<file path="src/rtl/core/sfpq_pkg.sv">
// Shared types and constants for the super-normal float quantizer.
// Used by sfpq_round and superfp_quantizer_top; depends on nothing else.

package sfpq_pkg;

  // Width of the signed exponent arithmetic; span reaches 8 * 2^23.
  localparam int unsigned ExpW = 30;

  // Width of one IEEE single bit pattern.
  localparam int unsigned WordW = 32;

  // Widths of the configuration port.
  localparam int unsigned CfgAddrW = 2;
  localparam int unsigned CfgDataW = 5;

  // Register indexes on the configuration port.
  typedef enum logic [CfgAddrW-1:0] {
    CFG_MANTISSA_BITS   = 2'd0,
    CFG_EXPONENT_BITS   = 2'd1,
    CFG_BINADE_COUNT    = 2'd2,
    CFG_SATURATE_ENABLE = 2'd3
  } cfg_idx_e;

  // Format settings as held in the configuration registers.
  typedef struct packed {
    logic [4:0] mantissa_bits;
    logic [3:0] exponent_bits;
    logic [3:0] binade_count;
    logic       saturate_enable;
  } fmt_cfg_t;

  // Reset values of the format settings.
  localparam logic [4:0] MantissaBitsRst = 5'd7;
  localparam logic [3:0] ExponentBitsRst = 4'd8;
  localparam logic [3:0] BinadeCountRst  = 4'd1;

  // Bit pattern constants.
  localparam logic [WordW-1:0] MagMask     = 32'h7FFF_FFFF;
  localparam logic [WordW-1:0] InfPattern  = 32'h7F80_0000;
  localparam logic [WordW-1:0] HalfExpStep = 32'h0040_0000;
  localparam logic [WordW-1:0] ExpSignMask = 32'hFF80_0000;
  localparam logic [7:0]       ExpBias     = 8'd127;
  localparam logic [7:0]       MaxField    = 8'd254;
  localparam logic [7:0]       SpecialExp  = 8'd255;

endpackage

</file>
<file path="src/rtl/core/sfpq_round.sv">
// Combinational quantizer datapath: one IEEE single pattern in, one out.
// Depends on sfpq_pkg for the format settings type and constants.

module sfpq_round (
  input  sfpq_pkg::fmt_cfg_t                cfg_i,
  input  logic [sfpq_pkg::WordW-1:0]        value_i,
  output logic [sfpq_pkg::WordW-1:0]        result_o
);

  localparam logic signed [sfpq_pkg::ExpW-1:0] One  = 1;
  localparam logic signed [sfpq_pkg::ExpW-1:0] Zero = 0;
  localparam logic signed [sfpq_pkg::ExpW-1:0] Bias = 127;

  logic [4:0] m;
  logic [3:0] e;
  logic [3:0] b;
  logic       sat;

  logic signed [sfpq_pkg::ExpW-1:0] half_s, b_s, span_s, x_s;
  logic signed [sfpq_pkg::ExpW-1:0] emin_s, emax_s, low_thr_s, top_s, ovf_thr_s;
  logic [7:0]                       field;
  logic [sfpq_pkg::WordW-1:0]       sign_w, largest, pow_r, rne_r;
  logic [4:0]                       sh;
  logic [sfpq_pkg::WordW-1:0]       rmask, rhalf;
  logic [sfpq_pkg::WordW:0]         rsum;
  logic                             is_nan_or_inf, is_inf, exact_pow;

  // Clamp the settings into their meaningful ranges.
  assign m   = (cfg_i.mantissa_bits > 5'd23) ? 5'd23 : cfg_i.mantissa_bits;
  assign e   = (cfg_i.exponent_bits < 4'd2) ? 4'd2 :
               ((cfg_i.exponent_bits > 4'd8) ? 4'd8 : cfg_i.exponent_bits);
  assign b   = (cfg_i.binade_count < 4'd1) ? 4'd1 :
               ((cfg_i.binade_count > 4'd8) ? 4'd8 : cfg_i.binade_count);
  assign sat = cfg_i.saturate_enable;

  // Exponent window bounds and the power-of-two span beyond it.
  assign half_s    = $signed(sfpq_pkg::ExpW'(1) << (e - 4'd1));
  assign b_s       = $signed(sfpq_pkg::ExpW'(b));
  assign span_s    = $signed(sfpq_pkg::ExpW'(b) << m);
  assign emin_s    = b_s - half_s;
  assign emax_s    = half_s - One - b_s;
  assign low_thr_s = emin_s - span_s + One;
  assign top_s     = emax_s + span_s;
  assign ovf_thr_s = top_s - One + (sat ? One : Zero);
  assign x_s       = $signed(sfpq_pkg::ExpW'(value_i[30:23])) - Bias;

  // Largest representable value: exponent field of top, clamped at 254.
  assign field   = (top_s > Bias) ? sfpq_pkg::MaxField : 8'(top_s + Bias);
  assign sign_w  = {value_i[31], 31'd0};
  assign largest = sign_w | {1'b0, field, 23'd0};

  // Round to the nearest power of two, ties away from zero.
  assign pow_r = (value_i + sfpq_pkg::HalfExpStep) & sfpq_pkg::ExpSignMask;

  // Round to nearest even at bit 23-M of the pattern.
  assign sh    = 5'd23 - m;
  assign rmask = ~(32'hFFFF_FFFF << sh);
  assign rhalf = 32'd1 << (sh - 5'd1);
  assign rsum  = 33'(value_i) + 33'(rhalf - 32'd1) + 33'(value_i[sh]);
  assign rne_r = (m == 5'd23) ? value_i : (rsum[31:0] & ~rmask);

  assign is_nan_or_inf = (value_i[30:23] == sfpq_pkg::SpecialExp);
  assign is_inf        = ((value_i & sfpq_pkg::MagMask) == sfpq_pkg::InfPattern);
  assign exact_pow     = (value_i[22:0] == 23'd0) && (x_s == top_s - One);

  // Select the result by exponent region.
  always_comb begin
    if (x_s < emin_s) begin
      result_o = (x_s < low_thr_s) ? '0 : pow_r;
    end else if (x_s > emax_s) begin
      if (is_nan_or_inf) begin
        result_o = (sat && is_inf) ? largest : value_i;
      end else if (x_s >= ovf_thr_s) begin
        if (sat) begin
          result_o = largest;
        end else if (exact_pow) begin
          result_o = value_i;
        end else begin
          result_o = sign_w | sfpq_pkg::InfPattern;
        end
      end else begin
        result_o = pow_r;
      end
    end else begin
      result_o = rne_r;
    end
  end

endmodule

</file>
<file path="src/rtl/core/superfp_quantizer_top.sv">
// Top level of the super-normal float quantizer: stream ports, config port,
// input and result registers. Depends on sfpq_pkg and sfpq_round.
//
// Usage:
// Each transfer on the s_axis channel carries one IEEE single bit pattern.
// The block returns one transfer on the m_axis channel per input, holding
// the value quantized to the format set by the four configuration
// registers (mantissa bits, exponent bits, binade count, saturate enable).
// Registers are written through cfg_we_i / cfg_addr_i / cfg_wdata_i while
// no item is in flight; the user must keep to this, since the block does
// not enforce it. A write takes effect at the next clock edge. An accepted
// item is held in the input register, then the quantized value is loaded
// into the result register and shown on m_axis. Throughput is one item per
// cycle while the receiver does not stall, set by the single combinational
// pass of sfpq_round between those two registers. When the receiver stalls,
// the result register holds, and the input register keeps accepting until
// it is also full, so s_axis_tready drops only when both stages hold data.
// Reset empties both stages and loads the registers with mantissa_bits 7,
// exponent_bits 8, binade_count 1 and saturation off.

module superfp_quantizer_top (
  input  logic                            clk_i,
  input  logic                            rst_ni,
  // Configuration write port.
  input  logic                            cfg_we_i,
  input  logic [sfpq_pkg::CfgAddrW-1:0]   cfg_addr_i,
  input  logic [sfpq_pkg::CfgDataW-1:0]   cfg_wdata_i,
  // Input stream.
  input  logic                            s_axis_tvalid,
  output logic                            s_axis_tready,
  input  logic [sfpq_pkg::WordW-1:0]      s_axis_tdata,  // [31:0] value_bits
  // Result stream.
  output logic                            m_axis_tvalid,
  input  logic                            m_axis_tready,
  output logic [sfpq_pkg::WordW-1:0]      m_axis_tdata   // [31:0] result_bits
);

  sfpq_pkg::fmt_cfg_t cfg_q, cfg_d;

  logic                         in_vld_q;
  logic [sfpq_pkg::WordW-1:0]   in_data_q;
  logic                         out_vld_q;
  logic [sfpq_pkg::WordW-1:0]   out_data_q;
  logic [sfpq_pkg::WordW-1:0]   result;
  logic                         out_load;
  logic                         in_load;

  // Configuration register decode.
  always_comb begin
    cfg_d = cfg_q;
    if (cfg_we_i) begin
      unique case (sfpq_pkg::cfg_idx_e'(cfg_addr_i))
        sfpq_pkg::CFG_MANTISSA_BITS:   cfg_d.mantissa_bits   = cfg_wdata_i[4:0];
        sfpq_pkg::CFG_EXPONENT_BITS:   cfg_d.exponent_bits   = cfg_wdata_i[3:0];
        sfpq_pkg::CFG_BINADE_COUNT:    cfg_d.binade_count    = cfg_wdata_i[3:0];
        sfpq_pkg::CFG_SATURATE_ENABLE: cfg_d.saturate_enable = cfg_wdata_i[0];
        default: cfg_d = cfg_q;
      endcase
    end
  end

  always_ff @(posedge clk_i or negedge rst_ni) begin
    if (!rst_ni) begin
      cfg_q.mantissa_bits   <= sfpq_pkg::MantissaBitsRst;
      cfg_q.exponent_bits   <= sfpq_pkg::ExponentBitsRst;
      cfg_q.binade_count    <= sfpq_pkg::BinadeCountRst;
      cfg_q.saturate_enable <= 1'b0;
    end else begin
      cfg_q <= cfg_d;
    end
  end

  // Pipeline flow: the result stage loads when empty or being drained.
  assign out_load      = !out_vld_q || m_axis_tready;
  assign s_axis_tready = !in_vld_q || out_load;
  assign in_load       = s_axis_tvalid && s_axis_tready;

  // Input register.
  always_ff @(posedge clk_i or negedge rst_ni) begin
    if (!rst_ni) begin
      in_vld_q <= 1'b0;
    end else if (s_axis_tready) begin
      in_vld_q <= s_axis_tvalid;
    end
  end

  always_ff @(posedge clk_i) begin
    if (in_load) begin
      in_data_q <= s_axis_tdata;
    end
  end

  // Quantizer datapath.
  sfpq_round u_round (
    .cfg_i    (cfg_q),
    .value_i  (in_data_q),
    .result_o (result)
  );

  // Result register.
  always_ff @(posedge clk_i or negedge rst_ni) begin
    if (!rst_ni) begin
      out_vld_q <= 1'b0;
    end else if (out_load) begin
      out_vld_q <= in_vld_q;
    end
  end

  always_ff @(posedge clk_i) begin
    if (out_load && in_vld_q) begin
      out_data_q <= result;
    end
  end

  assign m_axis_tvalid = out_vld_q;
  assign m_axis_tdata  = out_data_q;

  // An item in the input stage moves to the result stage when it is free.
  assert property (@(posedge clk_i) disable iff (!rst_ni)
    (in_vld_q && out_load) |=> out_vld_q)
    else $error("item lost between input and result stage");

  // Input is refused only when both stages are full and the output stalls.
  assert property (@(posedge clk_i) disable iff (!rst_ni)
    !s_axis_tready |-> (in_vld_q && out_vld_q && !m_axis_tready))
    else $error("input refused while pipeline has room");

  // A NaN moving to the result stage comes out unchanged.
  assert property (@(posedge clk_i) disable iff (!rst_ni)
    (in_vld_q && out_load && (in_data_q[30:23] == sfpq_pkg::SpecialExp) &&
     (in_data_q[22:0] != 23'd0))
    |=> (m_axis_tdata == $past(in_data_q)))
    else $error("NaN not passed through");

endmodule

</file>
<file path="config.mk">
export PLATFORM = sky130hd
export DESIGN_NAME = superfp_quantizer_top
export DESIGN_NICKNAME = d
export VERILOG_FILES = /design/src/rtl/core/sfpq_pkg.sv /design/src/rtl/core/sfpq_round.sv /design/src/rtl/core/superfp_quantizer_top.sv
export SDC_FILE = /design/constraint.sdc
export NUM_CORES = 1
export LEC_CHECK = 0
export BUFFER_PORTS_ARGS = -buffer_cell sky130_fd_sc_hd__buf_2
export CAP_MARGIN = 20
export CORE_ASPECT_RATIO = 1.75
export CORE_MARGIN = 2
export CORE_UTILIZATION = 45
export CTS_BUF_LIST = sky130_fd_sc_hd__clkbuf_8
export CTS_CLUSTER_SIZE = 40
export DETAILED_ROUTE_END_ITERATION = 6
export GPL_TIMING_DRIVEN = 0
export HOLD_SLACK_MARGIN = 0.05
export MAX_ROUTING_LAYER = met4
export PLACE_DENSITY_LB_ADDON = 0.25
export REMOVE_ABC_BUFFERS = 1
export SLEW_MARGIN = 20
export SYNTH_ARGS = -nofsm -noshare
export SYNTH_HDL_FRONTEND = slang
export SYNTH_SLANG_ARGS = --single-unit
</file>
<file path="constraint.sdc">
create_clock -name clk_i -period 17.9 [get_ports clk_i]
set_input_delay 3.58 -clock clk_i [delete_from_list [all_inputs] [get_ports clk_i]]
set_output_delay 3.58 -clock clk_i [all_outputs]
set_load 0.1 [all_outputs]
</file>
# Word level (Yosys, flattened, before mapping)
# Index checks and enable logic that the tools add are counted.
# totals
ff_bits	80
output_inout_bits	34
input_bits	44
wordCells	83
# op_classes
addsub	17
eq_ne	7
reduce_logical	14
n_lt_le_gt_ge	11
n_bitwise	4
mux	18
n_shift	4
# op_table
cell	n
two-way mux 32 bit	8
NOT 32 bit	2
adder 30 bit	2
less-than comparator 30 bit	2
subtractor 30 x 2 -> 30 bit (second input constant)	2
adder 32 x 1 -> 32 bit	1
adder 32 x 23 -> 32 bit (second input constant)	1
adder 32 bit	1
AND 32 bit	1
OR 32 x 31 -> 32 bit	1
<< shifter 1 x 5 -> 32 bit (first input constant)	1
<< shifter 32 x 5 -> 32 bit (first input constant)	1
subtractor 32 x 1 -> 32 bit (second input constant)	1
equality test 31 bit (second input constant)	1
two-way mux 31 bit	1
adder 30 x 2 -> 30 bit (second input constant)	1
equality test 30 bit	1
>= comparator 30 bit	1
> comparator 30 bit	1
> comparator 30 x 8 -> 1 bit (second input constant)	1
<< shifter 1 x 4 -> 30 bit (first input constant)	1
<< shifter 4 x 5 -> 30 bit	1
subtractor 30 bit	1
subtractor 30 x 5 -> 30 bit	1
26 further kinds	40

# Logic depth before layout (Yosys ltp)
# Gate-level depths: netlist of the first run.
# logic_depth
depth_word	17
depth_mapped	42
mapped_depth_nobuf	39

# Modules after synthesis
# Synthesis of the first run repeated with hierarchy kept, for this count alone.
# hier_totals
hier_cells	2118
area_unflattened_um2	16276.9
# by_module_without_submodules
module	cells_each	area_each_um2	instances
sfpq_round	2014	13713.2	1
superfp_quantizer_top	104	2563.7	1

# Worst setup path after synthesis of the first run
# No wires, ideal clock.
# synth_timing
path_type	reg-to-reg
startpoint	register cfg_q[6] (netlist name)
endpoint	register out_data_q, in the netlist m_axis_tdata[24], data pin
synth_period_minus_slack_ps	8473
setup_slack_ps	9427
arrival_ps	8328
required_ps	17755
path_stages_with_launch	39
path_cell_list	dfrtp_1 > clkbuf_1 > nand3_1 > ha_1 > clkbuf_1 > o21ai_1 > o21ai_1 > clkbuf_1 > o22ai_1 > ha_1 > buf_2 > nor2b_1 > or4b_1 > a221o_1 > a2111oi_1 > nand3_1 > nor4b_2 > and4_1 > [3 not listed] > clkbuf_1 > nand3_1 > nor3_1 > xnor2_1 > ha_1 > nand2_1 > nor3_1 > nand2_1 > nor3_1 > a21oi_1 > o221ai_1 > xnor2_1 > a31o_2 > nand2_1 > nor2_1 > o21ai_1 > or2_2 > o21ai_1
# synth_via
elab_chain_len	17
# synth_rtl
item	line	source
from (decl)	superfp_quantizer_top.sv:38	sfpq_pkg::fmt_cfg_t cfg_q, cfg_d;
from (signal assigned)	superfp_quantizer_top.sv:69	cfg_q <= cfg_d;
> comparator 4 bit	sfpq_round.sv:31	((cfg_i.exponent_bits > 4'd8) ? 4'd8 : cfg_i.exponent_bits);
two-way mux 4 bit	sfpq_round.sv:31	
two-way mux 4 bit (*)	sfpq_round.sv:30	assign e = (cfg_i.exponent_bits < 4'd2) ? 4'd2 :
subtractor 4 x 1 -> 4 bit (*)	sfpq_round.sv:37	assign half_s = $signed(sfpq_pkg::ExpW'(1) << (e - 4'd1));
<< shifter 1 x 4 -> 30 bit (*)	sfpq_round.sv:37	
parallel branches: the longest is 11 deep, another holds subtractor 30 x 2 -> 30 bit	-	
two-way mux 32 bit (*)	sfpq_round.sv:68	if (x_s < emin_s) begin
net result, one bit	superfp_quantizer_top.sv:44	logic [sfpq_pkg::WordW-1:0] result;
to (signal assigned)	superfp_quantizer_top.sv:111	out_data_q <= result;
to (decl)	superfp_quantizer_top.sv:43	logic [sfpq_pkg::WordW-1:0] out_data_q;
# Mark *: on every way through the listed nets, which the timed path passes.
# A chain may end at the register's enable or synchronous reset.

# Worst setup path after layout of the first run
# layout_timing
startpoint	register cfg_q[13] (netlist name)
endpoint	register out_data_q, in the netlist m_axis_tdata[24], data pin
# layout_via
elab_chain_len	13
# layout_rtl
item	line	source
> comparator 5 bit	sfpq_round.sv:29	assign m = (cfg_i.mantissa_bits > 5'd23) ? 5'd23 : cfg_i.mantissa_bits;
two-way mux 5 bit (*)	sfpq_round.sv:29	
parallel branches: the longest is 10 deep, another holds subtractor 32 x 1 -> 32 bit	-	
two-way mux 32 bit (*)	sfpq_round.sv:68	
net result, one bit	superfp_quantizer_top.sv:44	
# Mark *: on every way through the listed nets, which the timed path passes. The select of a mux whose other input is x is not followed.

==> out/results.ini, run 1 <==
[placement]
portBuffers=77
place_ws_ps=6970
dp.cells=2537
gp_congestion=0.956
dp_hpwl_um=40100

[drt]
vias=15500
first_iter_violations=908
ant_nets=0
viasPerCell=6.05
drtPass1Iterations=7
routed_wl_um=48400
wl_per_cell_um=18.9
drc_errors=0

[logic_synthesis]
synthTopCellsByArea=ha_1 22%, edfxtp_1 12%, xnor2_1 5.5%
yosys.area.top_type=ha_1
netlist_instances=2050
syn_avg_cell_area_um2=7.73
synth_ff_type=edfxtp_1
ys_warn_count=0
ys_seq_area_frac=0.147
synth_edf_count=64
synth-seq-cells=80
yosysUniqueCellTypes=105
synth_area_um2=15800
async_flop_share=0.200
netlist.area_leader.share=0.222

[power_and_ir_drop]
powerDensity_nw_per_um2=157
power_switching_mw=1.48
p_int_mw=1.19
power_frac_comb=0.831
clkPwrFrac=0.061
p_sw_frac=0.555
seqPwrFrac=0.108
ir_drop_v=0.0000974
p_leak_nw=7.83

[floorplanning]
row_count=90
initial_core_util=0.458
die_y_um=252
die_area_um2=36800
die_w_um=146
core_um2=34600
ios=78

[critical_path]
arrival_ps=11300
crit_required_ps=18100
worstSetupEndpointType=flip-flop
critPathMaxFanout=22
cpMaxStageDelayCell=dfrtp_1
crit_path_start_kind=flip-flop
worst-setup-path-type=flip-flop to flip-flop
critPathBufInv=2
cp_common_cell=nand2_1
cp_top_family=simple AND/OR/NAND/NOR gates
slowest_delay_ps=850

[timing]
setup_slack_ps=6800
fmax_mhz=90.1
fin_worst_skew_ps=15.8
hold_violations=0
worstMarginPinSlew_ps=1110
maxSlewHeadroom=0.256
final.setup.tns_ps=0
min_period_ps=11100
post-route-period-util=0.620
setup_viol=0
slew_viol_final=0
rsz0062_at_grt=no

[clock_tree]
cts-root-buf=clkbuf_8
postCtsSetupRepairBufs=0
cts.path.max_buffers=2
cts_resized=0
cts_inserted_buffers=9
cts.htree.levels=3
cts.sinks=80
clk_latency_ps=390
cts_tree=done
ctsHoldBuffers=0
clk_pin_slew_ps=90

[global_routing]
grt_usage=0.267
grt_overflow=0
grt_first_pass_wirelength_um=77400
grt_start_max_net_pins=31
antenna_found_initial=1
first_global_vias=15900

[finish]
layout.cells.non_filler=2555
area_delta_synth_final_pct=7.40
nets=2419
layout_common_cells=281 x ha_1, 231 x inv_1, 156 x nand2_1
fillCellCount=3431
drive_above_1_share=0.0879
mostFrequentLayoutCell=ha_1

[min_path]
hold_path_class=flip-flop to flip-flop

[status]
status=finished clean

[flow_run]
drv_cap=0

synth_stat cells (20+ instances only):
library cell and n:
o21ai_0 84, nand2_1 156, xor2_1 56, a211oi_1 20, xnor2_1 99, or2_2 21
a21oi_1 122, nand4_1 34, inv_1 230, a31oi_1 20, ha_1 281, a21o_1 60
nor2b_1 40, nand2b_1 41, o21a_1 27, nor2_1 146, clkbuf_1 59, nand3_1 68
edfxtp_1 64, and3_1 25, o211ai_1 23, nor3_1 44
power by group through the flow:
stage / clock network [mW] / logic [mW] / registers, mW
finish: 0.162 / 2.21 / 0.287
global route: 0.172 / 2.46 / 0.290
CTS: 0.167 / 2.21 / 0.285
detailed placement: 0 / 2.19 / 0.289
global placement: 0 / 2.12 / 0.289
floorplan: 0 / 1.54 / 0.414
path summary, 6_finish.rpt:
check	start	endpoint	slack, ps	cells past startpoint
min	in_vld_q	m_axis_tvalid	510	1
min in group asynchronous	rst_ni	in_vld_q	3080	1
max in group asynchronous	rst_ni	cfg_q[10]	14500	1
max	cfg_q[13]	m_axis_tdata[24]	6800	38
min reg2reg	in_vld_q	m_axis_tvalid	510	1
max reg2reg	cfg_q[13]	m_axis_tdata[24]	6800	38
final cells by class:
cell class                 instances  area [µm²]  area share
inverter                         234         878      0.0516
antenna                            1        2.50    0.000147
clock inverter                     7         113     0.00662
sequential                        80        2330       0.137
timing repair buffer              86         558      0.0328
tap                              460         576      0.0338
multi-input combinational       1678       12400       0.731
clock buffer                       9         124     0.00728
flip-flops by register name, indices dropped and copies added, names as in the netlist:
signal and flops:
cfg_q 14, in_data_q 32, in_vld_q 1, m_axis_tdata 32, m_axis_tvalid 1
routing by layer:
layer  up-vias  wire length, µm  global-route usage
met2       427            26400               0.522
met3       202             1370              0.0177
met5         -                0                   -
met1      7333            16900               0.239
li1       7497                -                   -
met4         0             3800               0.194
cell families after synthesis:
logic type      share of synthesized area
compound gates                      0.234
xor+xnor                           0.0875
fa+ha+maj                           0.230
buf+inv                            0.0730
flops                               0.147
mux                                0.0154
other cells                      0.000474
simple gates                        0.212
metrics by stage:
step	util	hold WS, ps	total power [mW]	cell area (µm²)
2_1_floorplan	-	449	1.95	15600
3_3_place_gp	0.479	456	2.41	16600
3_5_place_dp	0.485	480	2.48	16800
4_1_cts	0.491	504	2.66	17000
5_1_grt	0.492	534	2.92	17000
6_report	0.492	513	2.66	17000
worst register-to-register path, delay by kind of cell, from the launching register on:
kind | cells | cell delay (ps)
XOR/XNOR | 3 | 460
buffers and inverters | 2 | 310
AO/OA/AOI/OAI | 11 | 2950
flip-flops | 1 | 850
adder cells (fa/ha/maj) | 2 | 710
AND/OR/NAND/NOR | 20 | 5610
Power figures use the tool's default switching activity.
==> run 2: changes to the inputs <==
clock period = 10.55 ns   (was 17.9 ns; I/O delays follow)
==> out/results.ini, run 2 (same netlist as run 1, synthesis figures left out) <==
[floorplanning]
row_count=90
core_um2=34600
ios=78
die_y_um=252
initial_core_util=0.458
die_w_um=146
die_area_um2=36800

[clock_tree]
cts_inserted_buffers=9
ctsHoldBuffers=0
clk_latency_ps=400
cts_tree=done
cts.path.max_buffers=2
clk_pin_slew_ps=90
cts-root-buf=clkbuf_8
cts.sinks=80
cts.htree.levels=3

[global_routing]
first_global_vias=15900
grt_first_pass_wirelength_um=77400
grt_start_max_net_pins=31
grt_usage=0.267
antenna_found_initial=1
grt_overflow=0

[finish]
mostFrequentLayoutCell=ha_1
drive_above_1_share=0.0957
layout.cells.non_filler=2561
fin_util=0.496
area_delta_synth_final_pct=8.19
layout_common_cells=281 x ha_1, 231 x inv_1, 155 x nand2_1
nets=2425

[drt]
wl_per_cell_um=18.9
ant_nets=0
routed_wl_um=48500
viasPerCell=6.04
first_iter_violations=811
drc_errors=0
drtPass1Iterations=5
vias=15500

[power_and_ir_drop]
p_leak_nw=7.87
powerDensity_nw_per_um2=266
p_total_mw=4.56
ir_drop_v=0.000166

[critical_path]
crit_required_ps=10750
cpMaxStageDelayCell=dfstp_4
critPathMaxFanout=27
worst-setup-path-type=flip-flop to flip-flop
worstSetupEndpointType=flip-flop
crit_path_start_kind=flip-flop
arrival_ps=10110
slowest_delay_ps=830
cp_common_cell=nand2_1

[timing]
slew_viol_final=0
worstMarginPinSlew_ps=1100
fin_worst_skew_ps=17.6
hold_violations=0
fmax_mhz=101
setup_viol=0
post-route-period-util=0.940
final.setup.tns_ps=0
rsz0062_at_grt=no
maxSlewHeadroom=0.261
min_period_ps=9910

[min_path]
hold_path_class=flip-flop to flip-flop

[placement]
dp.cells=2537
portBuffers=77
gp_congestion=0.956
dp_hpwl_um=40100

[flow_run]
drv_cap=0

[status]
status=finished clean

[run 2: final timing paths]
path / start / to / slack [ps] / cells past startpoint
max: cfg_q[10] / m_axis_tdata[24] / 640 / 37
min: in_vld_q / m_axis_tvalid / 510 / 1
max reg2reg: cfg_q[10] / m_axis_tdata[24] / 640 / 37
min reg2reg: in_vld_q / m_axis_tvalid / 510 / 1
max in group asynchronous: rst_ni / cfg_q[10] / 8620 / 1
min in group asynchronous: rst_ni / in_vld_q / 1610 / 1
[run 2: critical path: cells and delay by family (launching register included)]
kind            cells  cell delay (ps)
fa+ha+maj           2              710
buf+inv             2              320
flops               1              830
compound gates     12             3190
xor+xnor            2              260
simple gates       19             4400
[run 2: layout make-up]
class	instances	area [µm²]
timing repair buffer	92	603
tap	460	576
antenna	1	2.50
inverter	234	878
sequential	80	2340
multi-input combinational	1678	12500
clock buffer	9	124
fill	3415	17400
clock inverter	7	113
[run 2: routing by layer]
metal | up-vias | global-route usage | share of wire
li1 | 7505 | - | -
met4 | 0 | 0.194 | 0.078
met5 | - | - | 0
met2 | 428 | 0.522 | 0.54
met1 | 7329 | 0.239 | 0.35
met3 | 200 | 0.0177 | 0.028
[run 2: per-stage QoR]
step / hold slack, ps / instance area, µm² / setup slack [ps]
after global placement: 456 / 16600 / -4670
after CTS: 504 / 17000 / 61.1
after floorplan: 449 / 15600 / 354
after global routing: 534 / 17100 / 59.4
after detailed placement: 480 / 16800 / -382
final: 515 / 17100 / 636
[run 2: where the power goes]
part	internal [mW]	switching (mW)
clock	0.156	0.120
sequential	0.422	0.0658
combinational	1.45	2.34
[run 2: what timing repair did]
action / 4_1_cts / 5_1_grt
endpoints found under the setup margin: 8 / 8
gates resized for setup: 3 / 16
hold endpoints to repair: 0 / 0
setup buffers: 0 / 6
pin swaps: 0 / 2
